--- src/rtl/core/smhr_pkg.sv ---
// Shared types and constants for the stack with middle read and half reverse.
package smhr_pkg;

    localparam int STACK_DEPTH_DEF = 16;
    localparam int DATA_W          = 32;
    localparam int FILL_W          = 5;
    localparam int CODE_W          = 2;
    localparam int IN_TDATA_W      = 32;
    localparam int OUT_TDATA_W     = 40;

    typedef enum logic [CODE_W-1:0] {
        KIND_PUSH = 2'd0,
        KIND_POP  = 2'd1,
        KIND_MID  = 2'd2,
        KIND_REV  = 2'd3
    } kind_t;

    typedef enum logic [CODE_W-1:0] {
        ST_OK    = 2'd0,
        ST_FULL  = 2'd1,
        ST_EMPTY = 2'd2,
        ST_FEW   = 2'd3
    } status_t;

    typedef struct packed {
        status_t                   status;
        logic signed [DATA_W-1:0]  data;
        logic [FILL_W-1:0]         fill;
    } result_t;

endpackage

--- src/rtl/core/smhr_ram.sv ---
// Generic single-write, single-read RAM with registered read data.
module smhr_ram #(
    parameter int WIDTH = 32,
    parameter int DEPTH = 16
) (
    input  logic                     clk,
    input  logic                     we,
    input  logic [$clog2(DEPTH)-1:0] waddr,
    input  logic [WIDTH-1:0]         wdata,
    input  logic [$clog2(DEPTH)-1:0] raddr,
    output logic [WIDTH-1:0]         rdata
);

    logic [WIDTH-1:0] mem [DEPTH];

    always_ff @(posedge clk)
    begin
        if (we)
        begin
            mem[waddr] <= wdata;
        end
        rdata <= mem[raddr];
    end

endmodule

--- src/rtl/core/stack_with_middle_and_half_reverse.sv ---
// Stack top level: command decode, entry count, reverse sequencer and result queue.
// Push and every refused command register their result into the result queue; pop and middle
// read the entry RAM (registered read data) and answer from S_READ. Reverse answers directly
// when nothing moves, else after floor(count/4) swaps through S_RD_LO, S_RD_HI, S_WR_LO, S_WR_HI
// on the single RAM port pair. New beats wait while pop, middle or reverse runs or skid_reg is in use.
// Reset clears the entry count and the result queue at once; the entry RAM is not cleared.
module stack_with_middle_and_half_reverse #(
    parameter int STACK_DEPTH = smhr_pkg::STACK_DEPTH_DEF
) (
    input  logic                             clk,
    input  logic                             rst_n,
    input  logic                             s_tvalid,
    output logic                             s_tready,
    input  logic [smhr_pkg::IN_TDATA_W-1:0]  s_tdata,  // [31:0] push_value
    input  logic [smhr_pkg::CODE_W-1:0]      s_tuser,  // [1:0] kind
    output logic                             m_tvalid,
    input  logic                             m_tready,
    output logic [smhr_pkg::OUT_TDATA_W-1:0] m_tdata,  // [31:0] data_out, [36:32] fill_count
    output logic [smhr_pkg::CODE_W-1:0]      m_tuser   // [1:0] status
);

    localparam int ADDR_W = $clog2(STACK_DEPTH);
    localparam int CNT_W  = $clog2(STACK_DEPTH + 1);

    typedef enum logic [2:0] {
        S_IDLE,
        S_READ,
        S_RD_LO,
        S_RD_HI,
        S_WR_LO,
        S_WR_HI
    } state_t;

    state_t                            state_reg, state_next;
    logic [CNT_W-1:0]                  count_reg, count_next;
    logic [ADDR_W-1:0]                 lo_reg, lo_next;
    logic [ADDR_W-1:0]                 hi_reg, hi_next;
    logic [smhr_pkg::DATA_W-1:0]       tmp_reg;
    smhr_pkg::result_t                 out_reg, skid_reg;
    logic                              out_v_reg, skid_v_reg;

    logic                              accept;
    logic                              slot_free;
    logic                              prod_v;
    smhr_pkg::result_t                 prod;
    smhr_pkg::kind_t                   kind;
    logic                              full;
    logic                              empty;
    logic [CNT_W-1:0]                  cnt_m1;
    logic [CNT_W-1:0]                  half;

    logic                              ram_we;
    logic [ADDR_W-1:0]                 ram_waddr;
    logic [smhr_pkg::DATA_W-1:0]       ram_wdata;
    logic [ADDR_W-1:0]                 ram_raddr;
    logic [smhr_pkg::DATA_W-1:0]       ram_rdata;

    smhr_ram #(
        .WIDTH (smhr_pkg::DATA_W),
        .DEPTH (STACK_DEPTH)
    ) u_ram (
        .clk   (clk),
        .we    (ram_we),
        .waddr (ram_waddr),
        .wdata (ram_wdata),
        .raddr (ram_raddr),
        .rdata (ram_rdata)
    );

    assign s_tready  = (state_reg == S_IDLE) && !skid_v_reg;
    assign accept    = s_tvalid && s_tready;
    assign slot_free = !out_v_reg || m_tready;
    assign kind      = smhr_pkg::kind_t'(s_tuser);
    assign full      = (count_reg == CNT_W'(STACK_DEPTH));
    assign empty     = (count_reg == '0);
    assign cnt_m1    = count_reg - CNT_W'(1);
    assign half      = count_reg >> 1;

    assign m_tvalid = out_v_reg;
    assign m_tuser  = out_reg.status;
    assign m_tdata  = {3'b000, out_reg.fill, out_reg.data};

    always_comb
    begin
        state_next  = state_reg;
        count_next  = count_reg;
        lo_next     = lo_reg;
        hi_next     = hi_reg;
        ram_we      = 1'b0;
        ram_waddr   = lo_reg;
        ram_wdata   = ram_rdata;
        ram_raddr   = lo_reg;
        prod_v      = 1'b0;
        prod.status = smhr_pkg::ST_OK;
        prod.data   = '0;

        unique case (state_reg)
            S_IDLE:
            begin
                if (accept)
                begin
                    unique case (kind)
                        smhr_pkg::KIND_PUSH:
                        begin
                            prod_v = 1'b1;
                            if (full)
                            begin
                                prod.status = smhr_pkg::ST_FULL;
                            end
                            else
                            begin
                                ram_we     = 1'b1;
                                ram_waddr  = count_reg[ADDR_W-1:0];
                                ram_wdata  = s_tdata[smhr_pkg::DATA_W-1:0];
                                count_next = count_reg + CNT_W'(1);
                            end
                        end
                        smhr_pkg::KIND_POP:
                        begin
                            if (empty)
                            begin
                                prod_v      = 1'b1;
                                prod.status = smhr_pkg::ST_EMPTY;
                            end
                            else
                            begin
                                ram_raddr  = cnt_m1[ADDR_W-1:0];
                                count_next = cnt_m1;
                                state_next = S_READ;
                            end
                        end
                        smhr_pkg::KIND_MID:
                        begin
                            if (empty)
                            begin
                                prod_v      = 1'b1;
                                prod.status = smhr_pkg::ST_EMPTY;
                            end
                            else
                            begin
                                ram_raddr  = ADDR_W'(cnt_m1 >> 1);
                                state_next = S_READ;
                            end
                        end
                        smhr_pkg::KIND_REV:
                        begin
                            if (count_reg < CNT_W'(2))
                            begin
                                prod_v      = 1'b1;
                                prod.status = smhr_pkg::ST_FEW;
                            end
                            else if (half < CNT_W'(2))
                            begin
                                // single-entry half: nothing moves
                                prod_v = 1'b1;
                            end
                            else
                            begin
                                lo_next    = '0;
                                hi_next    = ADDR_W'(half - CNT_W'(1));
                                state_next = S_RD_LO;
                            end
                        end
                        default:
                        begin
                            prod_v = 1'b0;
                        end
                    endcase
                end
            end
            S_READ:
            begin
                prod_v     = 1'b1;
                prod.data  = ram_rdata;
                state_next = S_IDLE;
            end
            S_RD_LO:
            begin
                ram_raddr  = lo_reg;
                state_next = S_RD_HI;
            end
            S_RD_HI:
            begin
                ram_raddr  = hi_reg;
                state_next = S_WR_LO;
            end
            S_WR_LO:
            begin
                // rdata now holds the upper entry
                ram_we     = 1'b1;
                ram_waddr  = lo_reg;
                ram_wdata  = ram_rdata;
                state_next = S_WR_HI;
            end
            S_WR_HI:
            begin
                ram_we    = 1'b1;
                ram_waddr = hi_reg;
                ram_wdata = tmp_reg;
                lo_next   = lo_reg + ADDR_W'(1);
                hi_next   = hi_reg - ADDR_W'(1);
                if ((lo_reg + ADDR_W'(1)) < (hi_reg - ADDR_W'(1)))
                begin
                    state_next = S_RD_LO;
                end
                else
                begin
                    prod_v     = 1'b1;
                    state_next = S_IDLE;
                end
            end
            default:
            begin
                state_next = S_IDLE;
            end
        endcase

        prod.fill = smhr_pkg::FILL_W'(count_next);
    end

    always_ff @(posedge clk or negedge rst_n)
    begin
        if (!rst_n)
        begin
            state_reg  <= S_IDLE;
            count_reg  <= '0;
            out_v_reg  <= 1'b0;
            skid_v_reg <= 1'b0;
        end
        else
        begin
            state_reg <= state_next;
            count_reg <= count_next;

            // two-entry result queue: out_reg drives the port, skid_reg catches overflow
            if (slot_free)
            begin
                if (skid_v_reg)
                begin
                    out_reg   <= skid_reg;
                    out_v_reg <= 1'b1;
                    if (prod_v)
                    begin
                        skid_reg <= prod;
                    end
                    else
                    begin
                        skid_v_reg <= 1'b0;
                    end
                end
                else
                begin
                    out_v_reg <= prod_v;
                    if (prod_v)
                    begin
                        out_reg <= prod;
                    end
                end
            end
            else if (prod_v)
            begin
                skid_reg   <= prod;
                skid_v_reg <= 1'b1;
            end
        end
    end

    always_ff @(posedge clk)
    begin
        lo_reg <= lo_next;
        hi_reg <= hi_next;
        // hold the lower entry of the swap pair
        if (state_reg == S_RD_HI)
        begin
            tmp_reg <= ram_rdata;
        end
    end

endmodule
--- config.mk ---
export PLATFORM = sky130hd
export DESIGN_NAME = stack_with_middle_and_half_reverse
export DESIGN_NICKNAME = d
export VERILOG_FILES = /design/src/rtl/core/smhr_pkg.sv /design/src/rtl/core/smhr_ram.sv /design/src/rtl/core/stack_with_middle_and_half_reverse.sv
export SDC_FILE = /design/constraint.sdc
export NUM_CORES = 1
export LEC_CHECK = 0
export CAP_MARGIN = 25
export CORE_MARGIN = 2
export CORE_UTILIZATION = 40
export DETAILED_ROUTE_END_ITERATION = 8
export DONT_BUFFER_PORTS = 1
export PLACE_DENSITY = 0.57
export SYNTH_ARGS = -nofsm -noshare
export SYNTH_HDL_FRONTEND = slang
export SYNTH_SLANG_ARGS = --single-unit
--- constraint.sdc ---
create_clock -name clk -period 9.82 [get_ports clk]
set_input_delay 1.473 -clock clk [delete_from_list [all_inputs] [get_ports clk]]
set_output_delay 1.473 -clock clk [all_outputs]
set_load 0.01 [all_outputs]
# Word level (Yosys, flattened, before mapping)
# Memory sizes are Yosys's and may differ from the RTL's. A register that Yosys moved wholly into a read port is not among the register bits.
# Index checks and enable logic that the tools add are counted.
op_classes:
  n_addsub: 5
  mul: 0
  div: 0
  order_cmp: 3
  eq_ne: 18
  shift: 0
  muxes: 65
  bitwise_logic: 0
  n_reduce_logical: 17
ops:
  columns: ["op", "n"]
  rows:
  - ["39-bit 2-to-1 mux", 5]
  - ["32-bit 2-to-1 mux", 4]
  - ["32-bit one-hot mux with 2 select lines", 1]
  - ["4-bit 2-to-1 mux", 14]
  - ["4-bit one-hot mux with 2 select lines", 5]
  - ["5-bit 2-to-1 mux", 4]
  - ["1-bit 2-to-1 mux", 16]
  - ["3-bit one-hot mux with 5 select lines", 1]
  - ["3-bit 2-to-1 mux", 4]
  - ["2-bit 2-to-1 mux", 5]
  - ["5-bit one-hot mux with 2 select lines", 1]
  - ["5-bit AND reduction", 2]
  - ["3-bit inequality test (second input constant)", 3]
  - ["2-bit inequality test (second input constant)", 4]
  - ["4-bit by 1-bit subtractor with 4-bit output (second input constant)", 2]
  - ["3-bit by 2-bit == test with 1-bit output (second input constant)", 2]
  - ["3-bit == test (second input constant)", 2]
  - ["1-bit one-hot mux with 3 select lines", 2]
  - ["2-bit one-hot mux with 3 select lines", 1]
  - ["3-bit one-hot mux with 2 select lines", 1]
  - ["2-bit nonzero test", 3]
  - ["5-bit by 1-bit adder with 5-bit output (second input constant)", 1]
  - ["5-bit == test (second input constant)", 1]
  - ["5-bit zero test", 1]
  - ["19 further kinds", 23]
totals:
  regBits: 128
  latch_bits: 0
  ramBits: 512
  mem_bits_ro: 0
  wordCells: 122
  n_memories: 1
memory_table:
  columns: ["memory", "words", "width", "rd", "rd_clocked_by_memory_dff", "wr", "line", "source"]
  rows:
  - ["u_ram.mem", 16, 32, 1, 1, 1, "smhr_ram.sv:14", "logic [WIDTH-1:0] mem [DEPTH];"]

# Logic depth before layout (Yosys ltp)
# Gate-level depths: netlist of run 1.
depth:
  ltp_word: 9
  ltp_mapped: 15
  mapped_depth_nobuf: 9

# By module
# From an unflattened synthesis of run 1, not the netlist that was laid out.
unflattened:
  hier_cells: 1333
  hier_area_um2: 26203.9
by_module_without_submodules:
  columns: ["mod", "n_inst", "cells_per_inst", "area_each_um2"]
  rows:
  - ["smhr_ram", 1, 838, 19835.3]
  - ["stack_with_middle_and_half_reverse", 1, 495, 6368.6]

# Worst setup path after synthesis of run 1
# Ideal clock, no wire load.
synth_path:
  kind: "input to register"
  from: "in s_tuser[0] (netlist bit)"
  to: "reg out_reg (netlist bit m_tdata[0]), enable pin"
  setup_ns: 0.495
  t_arrival_ns: 5.382
  path_slack_ns: 3.943
  cell_stages: 7
  path_buffers: 1
  path_cell_list: "inv_1 ha_1 clkbuf_1 inv_1 and2_1 o22a_1 a211oi_1"
synth_between:
  elab_chain_cells: 7
synth_rtl:
  columns: ["element", "line", "source"]
  rows:
  - ["start: declaration", "stack_with_middle_and_half_reverse.sv:15", "input logic [smhr_pkg::CODE_W-1:0] s_tuser,"]
  - ["2-bit == test / 2-bit by 1-bit == test with 1-bit output (equally long branches)", "stack_with_middle_and_half_reverse.sv:102", "unique case (kind)"]
  - ["2-bit OR reduction (no line)", null, null]
  - ["1-bit one-hot mux with 3 select lines *", "stack_with_middle_and_half_reverse.sv:102", null]
  - ["1-bit 2-to-1 mux *", "stack_with_middle_and_half_reverse.sv:100", "if (accept)"]
  - ["1-bit one-hot mux with 3 select lines *", "stack_with_middle_and_half_reverse.sv:97", "unique case (state_reg)"]
  - ["2-bit nonzero test (no line) *", null, null]
  - ["3-bit AND reduction (no line) *", null, null]
  - ["end signal: assignment", "stack_with_middle_and_half_reverse.sv:240", "out_reg <= skid_reg;"]
  - ["end signal: assignment", "stack_with_middle_and_half_reverse.sv:256", "out_reg <= prod;"]
  - ["end: declaration", "stack_with_middle_and_half_reverse.sv:39", "smhr_pkg::result_t out_reg, skid_reg;"]
# Mark *: on every way between the ends. The rest lies on a longest branch, timed or not.
# A chain may end at the register's enable or synchronous reset.

# Worst setup path in the final report of run 1
layout_path:
  from: "reg count_reg[0]"
  to: "reg u_ram.rdata[2] (read register of u_ram.mem)"
layout_between:
  elab_chain_cells: 5
layout_rtl:
  columns: ["element", "line", "source"]
  rows:
  - ["start: declaration", "stack_with_middle_and_half_reverse.sv:35", "logic [CNT_W-1:0] count_reg, count_next;"]
  - ["start signal: assignment", "stack_with_middle_and_half_reverse.sv:233", "count_reg <= count_next;"]
  - ["5-bit by 1-bit subtractor with 5-bit output / 5-bit zero test (equally long branches)", "stack_with_middle_and_half_reverse.sv:76, stack_with_middle_and_half_reverse.sv:75", null]
  - ["4-bit 2-to-1 mux (on tied branches)", "stack_with_middle_and_half_reverse.sv:134, stack_with_middle_and_half_reverse.sv:120", null]
  - ["4-bit one-hot mux with 2 select lines *", "stack_with_middle_and_half_reverse.sv:102", null]
  - ["4-bit 2-to-1 mux *", "stack_with_middle_and_half_reverse.sv:100", null]
  - ["4-bit one-hot mux with 2 select lines *", "stack_with_middle_and_half_reverse.sv:97", null]
  - ["end: declaration", "smhr_ram.sv:11", "output logic [WIDTH-1:0] rdata"]
# Marked as above.

==> results of run 1 <==
-- metrics by stage --
stage	util	total power [mW]	hold slack, ns	worst slack, ns	std cells
final	0.452	9.57	0.449	4.88	2772
after global routing	0.452	10.0	0.456	4.62	2772
after CTS	0.452	9.62	0.452	4.95	2772
after detailed placement	0.422	7.21	0.440	4.45	2650
after global placement	0.419	7.11	0.442	4.56	2640
after floorplan	-	6.14	0.421	3.94	1888
-- path summary, 6_finish.rpt --
kind / slack, ns / from / depth (start not counted) / endpoint
worst max-delay path: 4.88 / count_reg[0]$_DFF_PN0_ / 11 / u_ram.rdata[2]$_DFF_P_
worst min register to register: 0.45 / u_ram.rdata[12]$_DFF_P_ / 0 / tmp_reg[12]$_DFFE_PP_
worst min-delay path: 0.45 / u_ram.rdata[12]$_DFF_P_ / 0 / tmp_reg[12]$_DFFE_PP_
min in group asynchronous: 0.56 / rst_n / 0 / state_reg[2]$_DFFE_PN0P_
worst max register to register: 4.88 / count_reg[0]$_DFF_PN0_ / 11 / u_ram.rdata[2]$_DFF_P_
max in group asynchronous: 9.18 / rst_n / 0 / count_reg[4]$_DFF_PN0_
-- where the power goes --
group	leakage [nW]	internal [mW]	switching (mW)	total, mW
logic	2.99	0.896	2.09	2.98
clock network	0.997	1.33	1.08	2.41
registers	6.13	3.95	0.231	4.18
total	10.1	6.18	3.40	9.57
-- cells in the mapped netlist, types with 30 or more instances --
cell type / count
clkbuf_1: 101
o211ai_1: 64
and2_1: 41
a22o_1: 31
nand3_1: 98
mux2_2: 67
a32oi_1: 67
nand2_1: 149
edfxtp_1: 630
dfxtp_1: 32
a21oi_1: 73
a22oi_1: 30
a211o_1: 62
a31oi_1: 34
buf_2: 30
o21ai_0: 117
and3_1: 68
nor2_1: 38
-- cell families after synthesis --
group                    share of synthesized area
AND/OR/NAND/NOR                             0.0795
AO/OA/AOI/OAI                                0.132
multiplexers                                0.0297
XOR/XNOR                                   0.00256
flip-flops                                   0.723
other                                     0.000137
buffers and inverters                       0.0258
adder cells (fa/ha/maj)                    0.00722
-- worst max-delay path, cell delays in order (launching register included) --
cell,delay (ns)
dfrtp_1,0.56
inv_1,0.16
ha_1,0.25
or4b_1,0.66
a21boi_2,0.30
or3_4,0.17
buf_4,0.64
nand2_8,0.59
buf_4,0.58
a211o_1,0.37
a32oi_1,0.26
o211ai_1,0.12
-- per-layer routing --
metal	wire length, um	GRT usage	part of all wire
met1	30800	0.272	0.45
met2	32200	0.312	0.47
met3	4030	0.0256	0.059
met4	1340	0.0572	0.020
met5	0	0	0
-- final cells by class --
class / instances / area share
Sequential cell: 672 / 0.649
Clock buffer: 89 / 0.0603
Clock inverter: 33 / 0.00656
Multi-Input combinational cell: 1051 / 0.232
Tap cell: 873 / 0.0358
Inverter: 13 / 0.00160
Timing Repair Buffer: 41 / 0.0147
==> flow_summary_export.csv, run 1 <==
group,metric,value,unit
final_layout,n_antenna_cell,0,
clocking,cts_sinks,672,
global_route,grt_pass1_vias,16205,
final_layout,drive_above_1_share,0.128,
critical_path,cp.required,10.29,ns
timing,fmax,0.202,GHz
detailed_routing,drt-total-wl,68300,um
timing,period_minus_slack,4.94,ns
placed_design,portBuffers,0,
clocking,cts_setup_buffers,0,
floorplanning,io_pins,82,
final_layout,largest_reg_flops,512,
global_route,grt_start_max_net_pins,192,
synth,synth_area_leaders,"edfxtp_1 (69%), mux2_2 (2.8%), dfxtp_1 (2.3%)",
final_layout,final_area,0.0305,mm2
power,ir_drop,0.000227,V
final_layout,area_growth,11.5,%
synth,synth_area_per_cell,14.5,um2
clocking,clkTransAtPathRegs,0.07,ns
clocking,holdBufCountCts,0,
synth,yosys.area.top_type,"edfxtp_1",
timing,min_period_over_period,0.504,
timing,setup_tns,0,ns
detailed_routing,dr.pass1.iters,5,
final_layout,fillers,5916,
final_layout,regArea,0.0198,mm2
floorplanning,die_h,266,um
global_route,grt_overflow,0,
timing,worst_pin_slew,1.19,ns
final_layout,layout_commonest_cell,"edfxtp_1",
detailed_routing,post_drt_wl_per_cell,24.7,um
synth,ys_ff_latch,672,
global_route,antenna_found_initial,1,
clocking,cts_root_buf,"clkbuf_16",
timing,drv_slew,0,
placed_design,place_area,0.0285,mm2
power,leakage,10.1,nW
timing,rsz0062_at_grt,"no",
placed_design,hpwlAfterDp,37600,um
placed_design,gp_congestion,0.829,
clocking,clkLatencyLatePin,0.61,ns
floorplanning,die_w,266,um
timing,hold_violations,0,
synth,post_synth_num_cell_types,72,
critical_path,cp.arrival,5.41,ns
clocking,cts_made_buffers,67,
floorplanning,dieArea,0.0706,mm2
global_route,grt_pass1_wl,104000,um
synth,synth-main-ff-cell,"edfxtp_1",
synth,netlist_instances,1886,
floorplanning,core,0.0675,mm2
detailed_routing,viasPerCell,5.93,
synth,ys_seq_area_frac,0.723,
worst_hold_path,hp-class,"reg2reg",
power,power-per-cell-area,314,mW/mm2
detailed_routing,vias,16426,
final_layout,final_nets,1899,
final_layout,multiInputGateArea,0.00709,mm2
floorplanning,num_rows,95,
synth,yosysWarnings,0,
clocking,htreeDepth,3,
detailed_routing,drtAntennaViolNets,0,
detailed_routing,drt_iter0_drc,1622,
critical_path,startpoint_type,"flip-flop",
floorplanning,start_util,0.406,
timing,maxSlewHeadroom,0.209,
synth,netlist_area,0.0274,mm2
timing,setup_viol,0,
synth,yosys.area.top_type_share,0.691,
timing,skew,0.0233,ns
final_layout,mostFrequentLayoutCells,"edfxtp_1 (630), nand2_1 (149), o21ai_0 (117), nand3_1 (98), a21oi_1 (73)",
critical_path,crit_type,"reg2reg",
detailed_routing,drc,0,
synth,synth_edf_count,630,
critical_path,cp-end-kind,"flip-flop",
job,cap_violations,0,
critical_path,crit_fanout,105,
clocking,cts_resized,0,
global_route,grt_use_total,0.193,
synth,synthArstFlopShare,0.0149,
run_status,status,"finished clean",
clocking,cts_tree,"yes",
clocking,cts.path.max_buffers,3,
No activity file was read; power rests on OpenSTA's default activity.
==> inputs of run 2 (changes only) <==
Clock period 9.82 ns to 5.2 ns, I/O delays scaled along.
==> flow_summary_export.csv, run 2 (same netlist as run 1, synthesis figures left out) <==
group,metric,value,unit
critical_path,crit_fanout,32,
critical_path,rr_endpoint,"u_ram.mem[11][22]$_DFFE_PP_",
clocking,htreeDepth,3,
placed_design,gp_congestion,0.864,
final_layout,drive_above_1_share,0.139,
detailed_routing,post_drt_wl_per_cell,25.3,um
run_status,status,"finished clean",
clocking,cts.path.max_buffers,3,
global_route,grt_pass1_vias,16335,
timing,period_minus_slack,4.23,ns
clocking,cts_tree,"yes",
final_layout,layout_commonest_cell,"edfxtp_1",
clocking,cts_sinks,672,
critical_path,path_cells,"inv_1, ha_1, nor4bb_1, and4b_2, nor2_2, buf_4, a21oi_1, or2_2, nor2_4, buf_4",
detailed_routing,top_layer,"met4",
worst_hold_path,hp-class,"reg2reg",
timing,drv_slew,0,
power,power-per-cell-area,606,mW/mm2
timing,maxSlewHeadroom,0.345,
critical_path,cpMostUsedCell,"buf_4",
placed_design,hpwlAfterDp,41400,um
timing,rsz0062_at_grt,"no",
critical_path,crit_type,"reg2reg",
detailed_routing,drt_iter0_drc,1605,
final_layout,utilization,0.458,
power,total_power,18.7,mW
placed_design,portBuffers,0,
timing,skew,0.0273,ns
critical_path,r2r-start,"count_reg[0]$_DFF_PN0_",
critical_path,cp_slowest_stage_delay,0.67,ns
critical_path,r2r.worst_path.cells,10,
clocking,clkTransAtPathRegs,0.06,ns
global_route,grt_pass1_wl,106000,um
floorplanning,start_util,0.406,
floorplanning,num_rows,95,
clocking,cts_made_buffers,70,
detailed_routing,wl_met1,31000,um
floorplanning,die_w,266,um
global_route,grt_start_max_net_pins,99,
detailed_routing,drtAntennaViolNets,0,
critical_path,cp-end-kind,"flip-flop",
timing,hold_violations,0,
detailed_routing,wl_met3,5350,um
placed_design,dp_cells,2668,
power,ir_drop,0.000294,V
clocking,clkLatencyLatePin,0.61,ns
critical_path,cp_slowest_cell,"nor2_4",
final_layout,mostFrequentLayoutCells,"edfxtp_1 (630), nand2_1 (149), o21ai_0 (117), nand3_1 (98), a21oi_1 (73)",
floorplanning,dieArea,0.0706,mm2
critical_path,cp.required,5.50,ns
job,cap_violations,0,
detailed_routing,drt-total-wl,70900,um
global_route,antenna_found_initial,2,
timing,min_period_over_period,0.813,
detailed_routing,dr_wl_met2,32600,um
clocking,cts_root_buf,"clkbuf_16",
detailed_routing,vias,16698,
power,leakage,10.3,nW
timing,fmax,0.237,GHz
global_route,grt_use_total,0.199,
timing,setup_viol,0,
clocking,cts_resized,0,
final_layout,area_growth,12.9,%
timing,setup_tns,0,ns
worst_hold_path,hold-path-cell-count,0,
critical_path,worstSetupStartpoint,"count_reg[0]$_DFF_PN0_",
floorplanning,io_pins,82,
floorplanning,core,0.0675,mm2
critical_path,r2r_slack,0.97,ns
timing,worst_pin_slew,0.983,ns
worst_hold_path,min_to,"tmp_reg[15]$_DFFE_PP_",
detailed_routing,viasPerCell,5.96,
detailed_routing,drc,0,
floorplanning,die_h,266,um
detailed_routing,dr.pass1.iters,7,
final_layout,largest_reg_flops,512,
critical_path,cp.arrival,4.52,ns
worst_hold_path,hp-start,"u_ram.rdata[15]$_DFF_P_",
final_layout,final_nets,1922,
global_route,grt_overflow,0,
final_layout,fin_cells,2801,
critical_path,startpoint_type,"flip-flop",
run 2: layout make-up:
class	count	area (um2)
clock buffer	107	2050
fill	5850	36600
tap	873	1090
inverter	13	48.8
sequential	672	19800
antenna	1	2.50
clock inverter	23	241
timing repair buffer	61	593
multi-input combinational	1051	7090
run 2: per-layer routing:
| metal | global-route usage | up-vias |
|---|---|---|
| met5 | 0 | - |
| met4 | 0.0689 | 0 |
| met3 | 0.0339 | 120 |
| met2 | 0.311 | 689 |
| met1 | 0.283 | 8484 |
| li1 | - | 7405 |
run 2: power by group:
part	internal, mW	switching, mW
Clock	2.90	2.08
Combinational	1.78	4.04
Sequential	7.46	0.469
run 2: repair_timing:
item                      in CTS  in global routing
hold endpoints to repair      10                  0
hold buffers                   1                  0
setup buffers                  0                  0
run 2: worst max path at each step:
stage | cells past startpoint | to
2_1_floorplan | 8 | skid_reg[0]$_DFFE_PP_
3_3_place_gp | 9 | u_ram.mem[3][7]$_DFFE_PP_
3_5_place_dp | 10 | u_ram.mem[11][26]$_DFFE_PP_
4_1_cts | 10 | u_ram.mem[11][30]$_DFFE_PP_
5_1_grt | 10 | u_ram.mem[11][21]$_DFFE_PP_
6_report | 10 | u_ram.mem[11][22]$_DFFE_PP_
run 2: worst max-delay path: cells and delay by family, from the launching register on:
family                   cells  cell delay (ns)
AND/OR/NAND/NOR              5             1.96
buffers and inverters        3             0.92
flip-flops                   1             0.53
adder cells (fa/ha/maj)      1             0.25
AO/OA/AOI/OAI                1             0.22
run 2: through the flow:
stage	hold WS [ns]	worst slack, ns	instance area, um2
after CTS	0.459	0.991	30900
final	0.456	0.975	30900
after floorplan	0.421	0.127	27400
after global placement	0.434	1.14	28600
after detailed placement	0.447	1.02	28600
after global routing	0.470	0.705	30900
